--- src/rtl/mlsq_pkg.sv ---
// shared types and constants of the multilevel srtf quantum scheduler
package mlsq_pkg;

	typedef enum logic [2:0] {
		ST_IDLE,
		ST_SEL,
		ST_SEL_WAIT,
		ST_PICK,
		ST_RUN,
		ST_RUN_WAIT,
		ST_RES
	} state_t;

	localparam logic OP_LOAD = 1'b0;
	localparam logic OP_TICK = 1'b1;

	localparam logic [15:0] TIME_MAX      = 16'hFFFF;
	localparam logic [3:0]  QUANTUM_RESET = 4'd2;

	typedef struct packed {
		logic        operation;
		logic [3:0]  slot;
		logic [15:0] arrival_time;
		logic [15:0] work_length;
		logic [2:0]  priority_level;
	} in_req_t;

	typedef struct packed {
		logic [3:0]  running_slot;
		logic        idle;
		logic        finished;
		logic [15:0] finish_time;
		logic [15:0] turnaround;
		logic [15:0] waited;
	} out_res_t;

endpackage

--- src/rtl/multilevel_srtf_quantum_scheduler.sv ---
// top level of the multilevel srtf quantum scheduler
// A load request writes its table slot directly. A tick request walks the task table
// through its single read port: with a slice already running it makes one read-modify-write
// pass plus wrap-up, and when a new task must be selected it first adds a selection pass.
// An idle tick runs the selection pass alone. Results sit in an output register, so loads
// keep being taken while a result waits to be collected.
module multilevel_srtf_quantum_scheduler #(
	parameter int SLOTS  = 16,
	parameter int LEVELS = 8
) (
	input  logic               clk,
	input  logic               arst_n,
	input  logic               quantum_we,
	input  logic [3:0]         quantum_wdata,
	input  logic               in_valid,
	output logic               in_ready,
	input  mlsq_pkg::in_req_t  in_req,
	output logic               out_valid,
	input  logic               out_ready,
	output mlsq_pkg::out_res_t out_res
);

	localparam int IW = $clog2(SLOTS);
	localparam int LW = $clog2(LEVELS);

	typedef struct packed {
		logic [15:0]   ready_time;
		logic [15:0]   remaining;
		logic [LW-1:0] level;
		logic [15:0]   wait_cnt;
	} entry_t;

	entry_t mem [SLOTS];
	logic [SLOTS-1:0] slot_vld_q;

	mlsq_pkg::state_t state_q, state_d;

	logic [IW-1:0] cnt_q;
	logic [3:0]    quantum_q;
	logic [15:0]   clock_q;
	logic [IW-1:0] cur_q;
	logic [LW-1:0] cur_level_q;
	logic [3:0]    ticks_q;
	logic          active_q;
	logic          res_idle_q;

	logic          best_found_q;
	logic [LW-1:0] best_level_q;
	logic [15:0]   best_rem_q;
	logic [IW-1:0] best_slot_q;
	logic          pre_found_q;
	logic [LW-1:0] pre_level_q;
	logic [15:0]   run_rem_q;
	logic [15:0]   run_ready_q;
	logic [15:0]   run_wait_q;

	logic                out_valid_q;
	mlsq_pkg::out_res_t out_q;

	logic          rd_en_s1;
	logic          pass_s1;
	logic [IW-1:0] idx_s1;
	logic          vld_bit_s1;
	entry_t        ent_s1;

	logic          rd_issue;
	logic          cnt_last;
	logic          res_fire;
	logic          in_fire;
	logic          load_fire;
	logic          tick_fire;
	logic          load_in_range;
	logic [IW-1:0] load_idx;
	logic [LW-1:0] load_level;

	logic          mem_we;
	logic [IW-1:0] mem_wa;
	entry_t        mem_wd;

	logic [15:0] clock_next;
	logic [15:0] s1_rem;
	logic [15:0] s1_wait;
	logic        s1_is_run;
	logic [15:0] s1_new_rem;
	logic [15:0] s1_new_wait;
	logic        s1_sel_ready;
	logic        s1_sel_better;
	logic        s1_pre_ready;
	logic        s1_sel_take;
	logic        s1_pre_take;

	logic [3:0]  ticks_new;
	logic [3:0]  quantum_eff;
	logic        run_finished;
	logic        slice_keep;

	// control decode
	always_comb begin
		in_ready = 1'b0;
		rd_issue = 1'b0;
		res_fire = 1'b0;
		case (state_q)
			mlsq_pkg::ST_IDLE: begin
				in_ready = 1'b1;
			end
			mlsq_pkg::ST_SEL, mlsq_pkg::ST_RUN: begin
				rd_issue = 1'b1;
			end
			mlsq_pkg::ST_RES: begin
				res_fire = !out_valid_q || out_ready;
			end
			default: begin
				in_ready = 1'b0;
			end
		endcase
	end

	assign cnt_last  = (cnt_q == IW'(SLOTS - 1));
	assign in_fire   = in_valid && in_ready;
	assign load_fire = in_fire && (in_req.operation == mlsq_pkg::OP_LOAD);
	assign tick_fire = in_fire && (in_req.operation == mlsq_pkg::OP_TICK);

	// next state
	always_comb begin
		state_d = state_q;
		case (state_q)
			mlsq_pkg::ST_IDLE: begin
				if (tick_fire) begin
					state_d = active_q ? mlsq_pkg::ST_RUN : mlsq_pkg::ST_SEL;
				end
			end
			mlsq_pkg::ST_SEL: begin
				if (cnt_last) begin
					state_d = mlsq_pkg::ST_SEL_WAIT;
				end
			end
			mlsq_pkg::ST_SEL_WAIT: begin
				state_d = mlsq_pkg::ST_PICK;
			end
			mlsq_pkg::ST_PICK: begin
				state_d = best_found_q ? mlsq_pkg::ST_RUN : mlsq_pkg::ST_RES;
			end
			mlsq_pkg::ST_RUN: begin
				if (cnt_last) begin
					state_d = mlsq_pkg::ST_RUN_WAIT;
				end
			end
			mlsq_pkg::ST_RUN_WAIT: begin
				state_d = mlsq_pkg::ST_RES;
			end
			mlsq_pkg::ST_RES: begin
				if (res_fire) begin
					state_d = mlsq_pkg::ST_IDLE;
				end
			end
			default: begin
				state_d = mlsq_pkg::ST_IDLE;
			end
		endcase
	end

	// load decode
	assign load_in_range = int'(in_req.slot) < SLOTS;
	assign load_idx      = IW'(in_req.slot);
	assign load_level    = (int'(in_req.priority_level) >= LEVELS) ? LW'(LEVELS - 1)
		: LW'(in_req.priority_level);

	// per-slot evaluation of the entry read last cycle
	assign clock_next    = (clock_q == mlsq_pkg::TIME_MAX) ? clock_q : clock_q + 16'd1;
	assign s1_rem        = vld_bit_s1 ? ent_s1.remaining : 16'd0;
	assign s1_wait       = vld_bit_s1 ? ent_s1.wait_cnt : 16'd0;
	assign s1_is_run     = (idx_s1 == cur_q);
	assign s1_new_rem    = s1_is_run ? s1_rem - 16'd1 : s1_rem;
	assign s1_new_wait   = (!s1_is_run && s1_rem != 16'd0 && ent_s1.ready_time < clock_next
		&& s1_wait != mlsq_pkg::TIME_MAX) ? s1_wait + 16'd1 : s1_wait;
	assign s1_sel_ready  = (s1_rem != 16'd0) && (ent_s1.ready_time <= clock_q);
	assign s1_sel_better = !best_found_q
		|| ({ent_s1.level, s1_rem} < {best_level_q, best_rem_q});
	assign s1_pre_ready  = (s1_new_rem != 16'd0) && (ent_s1.ready_time <= clock_next);
	assign s1_sel_take   = rd_en_s1 && !pass_s1 && s1_sel_ready && s1_sel_better;
	assign s1_pre_take   = rd_en_s1 && pass_s1 && s1_pre_ready
		&& (!pre_found_q || ent_s1.level < pre_level_q);

	// table write port
	always_comb begin
		mem_we = 1'b0;
		mem_wa = load_idx;
		mem_wd.ready_time = in_req.arrival_time;
		mem_wd.remaining  = in_req.work_length;
		mem_wd.level      = load_level;
		mem_wd.wait_cnt   = 16'd0;
		if (rd_en_s1 && pass_s1) begin
			mem_we = vld_bit_s1;
			mem_wa = idx_s1;
			mem_wd.ready_time = ent_s1.ready_time;
			mem_wd.remaining  = s1_new_rem;
			mem_wd.level      = ent_s1.level;
			mem_wd.wait_cnt   = s1_new_wait;
		end else if (load_fire && load_in_range) begin
			mem_we = 1'b1;
		end
	end

	always_ff @(posedge clk) begin
		if (mem_we) begin
			mem[mem_wa] <= mem_wd;
		end
		if (rd_issue) begin
			ent_s1 <= mem[cnt_q];
		end
	end

	// slice wrap-up
	assign ticks_new    = ticks_q + 4'd1;
	assign quantum_eff  = (quantum_q == 4'd0) ? 4'd1 : quantum_q;
	assign run_finished = (run_rem_q == 16'd0);
	assign slice_keep   = !run_finished && (ticks_new < quantum_eff)
		&& !(pre_found_q && pre_level_q < cur_level_q);

	always_ff @(posedge clk or negedge arst_n) begin
		if (!arst_n) begin
			state_q      <= mlsq_pkg::ST_IDLE;
			cnt_q        <= '0;
			quantum_q    <= mlsq_pkg::QUANTUM_RESET;
			clock_q      <= '0;
			cur_q        <= '0;
			ticks_q      <= '0;
			active_q     <= 1'b0;
			res_idle_q   <= 1'b0;
			best_found_q <= 1'b0;
			pre_found_q  <= 1'b0;
			out_valid_q  <= 1'b0;
			slot_vld_q   <= '0;
			rd_en_s1     <= 1'b0;
			pass_s1      <= 1'b0;
		end else begin
			state_q  <= state_d;
			rd_en_s1 <= rd_issue;
			pass_s1  <= (state_q == mlsq_pkg::ST_RUN);
			if (quantum_we) begin
				quantum_q <= quantum_wdata;
			end
			if (rd_issue) begin
				cnt_q <= cnt_last ? '0 : cnt_q + IW'(1);
			end
			if (load_fire && load_in_range) begin
				slot_vld_q[load_idx] <= 1'b1;
				if (active_q && cur_q == load_idx) begin
					active_q <= 1'b0;
					ticks_q  <= '0;
				end
			end
			if (tick_fire) begin
				best_found_q <= 1'b0;
				pre_found_q  <= 1'b0;
				res_idle_q   <= 1'b0;
			end
			if (s1_sel_take) begin
				best_found_q <= 1'b1;
			end
			if (s1_pre_take) begin
				pre_found_q <= 1'b1;
			end
			if (state_q == mlsq_pkg::ST_PICK) begin
				if (best_found_q) begin
					cur_q    <= best_slot_q;
					active_q <= 1'b1;
					ticks_q  <= '0;
				end else begin
					res_idle_q <= 1'b1;
				end
			end
			if (res_fire) begin
				clock_q <= clock_next;
				if (!res_idle_q) begin
					active_q <= slice_keep;
					ticks_q  <= slice_keep ? ticks_new : 4'd0;
				end
			end
			out_valid_q <= res_fire || (out_valid_q && !out_ready);
		end
	end

	always_ff @(posedge clk) begin
		if (rd_issue) begin
			idx_s1     <= cnt_q;
			vld_bit_s1 <= slot_vld_q[cnt_q];
		end
		if (s1_sel_take) begin
			best_level_q <= ent_s1.level;
			best_rem_q   <= s1_rem;
			best_slot_q  <= idx_s1;
		end
		if (s1_pre_take) begin
			pre_level_q <= ent_s1.level;
		end
		if (rd_en_s1 && pass_s1 && s1_is_run) begin
			run_rem_q   <= s1_new_rem;
			run_ready_q <= ent_s1.ready_time;
			run_wait_q  <= s1_wait;
		end
		if (state_q == mlsq_pkg::ST_PICK) begin
			cur_level_q <= best_level_q;
		end
		if (res_fire) begin
			out_q.finish_time <= clock_next;
			if (res_idle_q) begin
				out_q.running_slot <= 4'd0;
				out_q.idle         <= 1'b1;
				out_q.finished     <= 1'b0;
				out_q.turnaround   <= 16'd0;
				out_q.waited       <= 16'd0;
			end else begin
				out_q.running_slot <= 4'(cur_q);
				out_q.idle         <= 1'b0;
				out_q.finished     <= run_finished;
				out_q.turnaround   <= run_finished ? clock_next - run_ready_q : 16'd0;
				out_q.waited       <= run_finished ? run_wait_q : 16'd0;
			end
		end
	end

	assign out_valid = out_valid_q;
	assign out_res   = out_q;

`ifndef SYNTHESIS
	a_idle_result_clean: assert property (@(posedge clk) disable iff (!arst_n)
		out_valid && out_res.idle |-> out_res.running_slot == 4'd0 && !out_res.finished)
		else $error("idle result carries a running task");

	a_clock_monotonic: assert property (@(posedge clk) disable iff (!arst_n)
		1'b1 |=> clock_q >= $past(clock_q))
		else $error("scheduler time went backward");

	a_inactive_no_ticks: assert property (@(posedge clk) disable iff (!arst_n)
		!active_q |-> ticks_q == 4'd0)
		else $error("slice tick count left over without an active slice");
`endif

endmodule
--- config.mk ---
export PLATFORM = sky130hd
export DESIGN_NAME = multilevel_srtf_quantum_scheduler
export DESIGN_NICKNAME = d
export VERILOG_FILES = /design/src/rtl/mlsq_pkg.sv /design/src/rtl/multilevel_srtf_quantum_scheduler.sv
export SDC_FILE = /design/constraint.sdc
export NUM_CORES = 1
export LEC_CHECK = 0
export BUFFER_PORTS_ARGS = -buffer_cell sky130_fd_sc_hd__buf_2
export CORE_ASPECT_RATIO = 0.9
export CORE_UTILIZATION = 35
export DETAILED_ROUTE_END_ITERATION = 7
export PLACE_DENSITY = 0.56
export SYNTH_ARGS = -nofsm -noshare
export SYNTH_HDL_FRONTEND = slang
export SYNTH_SLANG_ARGS = --single-unit
--- constraint.sdc ---
create_clock -name clk -period 15 [get_ports clk]
set_input_delay 0.75 -clock clk [delete_from_list [all_inputs] [get_ports clk]]
set_output_delay 0.75 -clock clk [all_outputs]
set_load 0.1 [all_outputs]
# == After elaboration in Yosys (flattened, before gate mapping) ==
# Memory sizes are Yosys's and may differ from the RTL's. A register that Yosys moved wholly into a read port is not among the register bits.
# Cells that the tools add are included.
# totals
reg_bits,194
ramBits,816
output_inout_bits,56
mem_count,1
# mem_list
memory,words,word_bits,rd,rd_clocked_by_memory_dff,write_ports,line,text
mem,16,51,1,1,1,multilevel_srtf_quantum_scheduler.sv:33,entry_t mem [SLOTS];
# op_classes
n_addsub,6
n_lt_le_gt_ge,10
n_eq_ne,15
mux,47
n_bitwise,3
reduce_logical,44
# ops
cell,count
two-way mux 16 bit,5
two-way mux 51 bit,1
two-way mux 4 bit,10
adder 16 x 1 -> 16 bit (second input constant),2
less-or-equal comparator 16 bit,2
nonzero test 16 bit,2
logical AND 1 bit,21
two-way mux 1 bit,21
one-hot mux 3 bit (7 select lines),1
less-than comparator 19 bit,1
equality test 16 bit (second input constant),1
zero test 16 bit,1
less-than comparator 16 bit,1
inequality test 16 bit (second input constant),1
OR 16 bit,1
subtractor 16 x 1 -> 16 bit (second input constant),1
subtractor 16 bit,1
two-way mux 3 bit,5
less-than comparator 4 x 5 -> 1 bit (second input constant),2
equality test 3 bit (second input constant),3
adder 4 x 1 -> 4 bit (second input constant),2
equality test 4 bit,2
zero test 1 bit,8
inequality test 2 bit (second input constant),4
17 further kinds,26

# == Longest topological paths before layout ==
# logic_depth
word_depth,9
mapped_depth,18

# == Least setup slack after synthesis ==
# No wires, ideal clock.
# synth_path
kind,reg-to-reg
startpoint,reg state_q[1]
endpoint,"mem mem[12][0] (netlist bit), enable pin"
setup_ns,0.460
arrival_time_ns,6.022
setup_slack_ns,8.518
stages_incl_launch_ff,7
n_path_buf,1
synth_period_minus_slack_ns,6.482
path_cell_list,dfrtp_1 clkbuf_1 nor3_1 nand3b_1 o31ai_1 nand2_1 nor2_1
# synth_between
elab_chain_len,8
# synth_rtl
item,line,text
from (decl),multilevel_srtf_quantum_scheduler.sv:36,"mlsq_pkg::state_t state_q, state_d;"
from (signal assigned),multilevel_srtf_quantum_scheduler.sv:222,state_q <= mlsq_pkg::ST_IDLE;
from (signal assigned),multilevel_srtf_quantum_scheduler.sv:237,state_q <= state_d;
zero test 3 bit,multilevel_srtf_quantum_scheduler.sv:102,case (state_q)
two-way mux 1 bit,multilevel_srtf_quantum_scheduler.sv:102,
via in_ready,multilevel_srtf_quantum_scheduler.sv:16,"output logic in_ready,"
logical AND 1 bit,multilevel_srtf_quantum_scheduler.sv:119,assign in_fire = in_valid && in_ready;
logical AND 1 bit,multilevel_srtf_quantum_scheduler.sv:120,assign load_fire = in_fire && (in_req.operation == mlsq_pkg::OP_LOAD);
two-way mux 1 bit,multilevel_srtf_quantum_scheduler.sv:199,end else if (load_fire && load_in_range) begin
two-way mux 1 bit,multilevel_srtf_quantum_scheduler.sv:192,if (rd_en_s1 && pass_s1) begin
two-way mux 1 bit,multilevel_srtf_quantum_scheduler.sv:205,if (mem_we) begin
two-way mux 1 bit (not written as such),multilevel_srtf_quantum_scheduler.sv:206,mem[mem_wa] <= mem_wd;
to (decl),multilevel_srtf_quantum_scheduler.sv:33,
# The timed path passes the listed nets, and every way through them passes these cells.

==> results.toml <==
[global_route]
gr-total-overflow = 0
grt_use_met3_pct = 2.71
grt_pass1_vias = 23278
met1_usage_pct = 24.0
grt_antenna_before_repair = 2
grt_max_degree = 159
globalRouteTotalUtil_pct = 16.9
grt_busiest_layer = "met2"
use_met2_pct = 27.1
grt_pass1_wl_um = 157000

[worst_setup_path]
max_stage_delay_ns = 0.89
start_kind = "flop"
cp_max_fo = 16
worst_path_max_delay_cell = "a2111oi_4"
path_cells = "and3_1 > nand3_1 > nor3_1 > nand3_1 > nor4_1 > mux2i_1 > ha_1 > a21oi_1 > and3_1 > o21ai_0 > a2111oi_4 > nor2_1 > or3_1 > a21oi_1"
crit_required_ns = 15.33
setup.worst_path.class = "reg2reg"
end_kind = "flop"
worstPathArrival_ns = 6.24

[status]
run_status = "complete, no violations"

[drt]
drc = 0
wl_per_cell_um = 25.2
postRouteAntennaNets = 0
drt-vias-per-instance = 5.34
drt-total-wl_um = 105000
drtPass1Iterations = 6
drtIter0Drc = 1870
vias = 22392

[clock_tree]
cts.sinks = 1061
h-tree-depth = 3
cts_tree = "yes"
cts_buffers = 107
post_cts_buffers = 0
clkLatencyLatePin_ns = 0.69
clock-root-buffer = "clkbuf_16"
ctsHoldBuffers = 0
path_clk_slew_ns = 0.07
cts_buffer_depth = 3
cts.repair.resized = 0

[floorplanning]
die_y_um = 336
pin_count = 105
core-area_um2 = 123000
die_area_um2 = 125000
row_count = 122
start_util_pct = 35.3
fp.dieW_um = 373

[placed_design]
place_ws_ns = 9.30
dp_hpwl_um = 59600
portBuffers = 104
placed_cells = 3994
place.gp.congestion = 0.833

[finish]
seqCellArea_um2 = 31600
instances_no_fill = 4191
syn2layout_area_growth_pct = 14.0
fin_util_pct = 40.2
num_antenna_cells = 0
num-fill-cells = 10888
multi_input_area_um2 = 11200
nets = 2611
drive_above_1_share_pct = 24.2

[timing]
period_share_pct = 39.4
rsz0062_at_grt = "no"
final.min_clock_period_ns = 5.91
timing.final.ws_setup_ns = 9.09
hold_violations = 0
totalNegativeSetupSlack_ns = 0
maxSlewViolCount = 0
tightestPinTransition_ns = 1.10
finalSetupViolCount = 0
clock_skew_ns = 0.0300
relSlewSlack_pct = 26.5
max_freq_mhz = 169

[synth]
synth-async-reset-ratio_pct = 5.47
synth_edf_count = 1003
dominantRegCellSynth = "edfxtp_1"
avgSynthCellArea_um2 = 18.6
ys_ff_latch = 1061
syn_area_um2 = 43400
yosys_warnings = 0
synthCells = 2329
yosysSeqAreaShare_pct = 72.8
synth.distinct_cells = 69
synth_nets = 2449

[pwr]
irDropWorstVdd_mv = 0.161
p_leak_nw = 16.6
cellPowerDensity_nw_per_um2 = 192

[worst_hold_path]
hold_path_class = "in2async"

[run]
cap_violations = 0
[per-stage QoR]
step	instance area [um2]	hold slack [ns]	total power [mW]
floorplan	43400	0.423	6.12
global placement	46000	0.432	6.96
detailed placement	46000	0.438	7.04
CTS	49400	0.252	9.60
global route	49400	0.270	9.93
finish	49400	0.236	9.50
[registers in the layout, indices dropped and copies added, names as in the netlist, 16 cells and up]
register / flops
out_res: 54
best_rem_q: 16
slot_vld_q: 16
clock_q: 16
ent_s1: 51
run_wait_q: 16
run_rem_q: 16
run_ready_q: 16
mem: 816
[path summary, 6_finish.rpt]
kind / start / to / slack (ns) / cells past startpoint
max in group asynchronous: arst_n / cnt_q[1] / 14.12 / 2
min in group clk: quantum_wdata[3] / quantum_q[3] / 0.29 / 3
worst min-delay path: arst_n / clock_q[6] / 0.24 / 2
worst max-delay path: clock_q[0] / mem[0][14] / 9.09 / 14
worst max register to register: clock_q[0] / mem[0][14] / 9.09 / 14
worst min register to register: slot_vld_q[5] / slot_vld_q[5] / 0.45 / 1
[power by group]
part / switching, mW / internal, mW / leakage (nW)
clock: 1.12 / 1.44 / 1.65
sequential: 0.298 / 3.89 / 9.90
combinational: 1.66 / 1.08 / 5.09
total: 3.09 / 6.41 / 16.6
[cells in the mapped netlist, types with 3 or more instances]
cell type,count,area (um2)
edfxtp_1,1003,30100
mux4_2,260,5860
nand2_1,180,676
inv_1,107,402
nor2_1,78,293
ha_1,71,888
clkbuf_1,67,251
o21ai_0,59,295
xnor2_1,59,517
dfrtp_1,57,1430
and2_1,40,250
nand3_1,30,150
a21oi_1,28,140
nor3_1,28,140
a21o_1,25,188
buf_1,24,90.1
nand4_1,19,119
nor2b_1,14,87.6
o21a_1,12,90.1
a31oi_1,11,68.8
o31ai_1,11,82.6
xor2_1,11,96.3
and3_1,9,56.3
mux2_2,8,90.1
nand2b_1,8,50.1
nor4_1,8,50.1
a31o_2,7,61.3
nor3b_1,7,52.6
or3_1,7,43.8
mux2i_1,5,50.1
or4_1,5,37.5
a211oi_1,4,30.0
a21boi_0,4,30.0
a22o_1,4,35.0
o2111ai_1,4,35.0
o211ai_1,4,30.0
or2_2,4,25.0
a2111oi_0,3,26.3
buf_2,3,15.0
maj3_1,3,30.0
nand3b_1,3,22.5
[layout by cell type (no fill, tap or decap), types with 39 or more instances in the layout]
| master | count |
|---|---|
| and2_1 | 39 |
| buf_2 | 104 |
| buf_4 | 45 |
| clkbuf_16 | 107 |
| dfrtp_1 | 53 |
| edfxtp_1 | 1003 |
| ha_1 | 71 |
| inv_1 | 106 |
| mux4_2 | 260 |
| nand2_1 | 179 |
| nor2_1 | 60 |
| o21ai_0 | 57 |
| xnor2_1 | 59 |
[routing by layer]
| metal | share of wire [%] | vias up |
|---|---|---|
| li1 | - | 9615 |
| met1 | 45 | 11913 |
| met2 | 47 | 717 |
| met3 | 5.9 | 145 |
| met4 | 1.9 | 2 |
| met5 | 0.016 | - |
[critical path, delay by kind of cell (launching register included)]
kind            cells  cell delay (ns)
compound gates      4             2.11
mux                 1             0.45
flops               1             0.46
simple gates        8             2.22
fa+ha+maj           1             0.33
[kinds of logic (layout without fill, tap and decap cells)]
| logic type | Yosys count | count (layout) | synth area share (%) |
|---|---|---|---|
| adders and majority gates | 75 | 75 | 2.14 |
| muxes | 273 | 273 | 13.8 |
| DFF | 1061 | 1061 | 72.8 |
| xor gates and xnor gates | 70 | 70 | 1.41 |
| and+or+nand+nor | 448 | 448 | 4.94 |
| buffers and inverters | 204 | 454 | 1.80 |
| AOI/OAI and AO/OA | 198 | 198 | 3.06 |
[layout make-up]
| type | instances | area share, % |
|---|---|---|
| flip-flops and latches | 1061 | 63.9 |
| repair buffers | 150 | 1.78 |
| clock inverters | 71 | 1.17 |
| multi-input cells | 1064 | 22.6 |
| clock buffers | 126 | 5.66 |
| well taps | 1612 | 4.08 |
| inverters | 107 | 0.813 |
No activity file was read; power rests on OpenSTA's default activity.
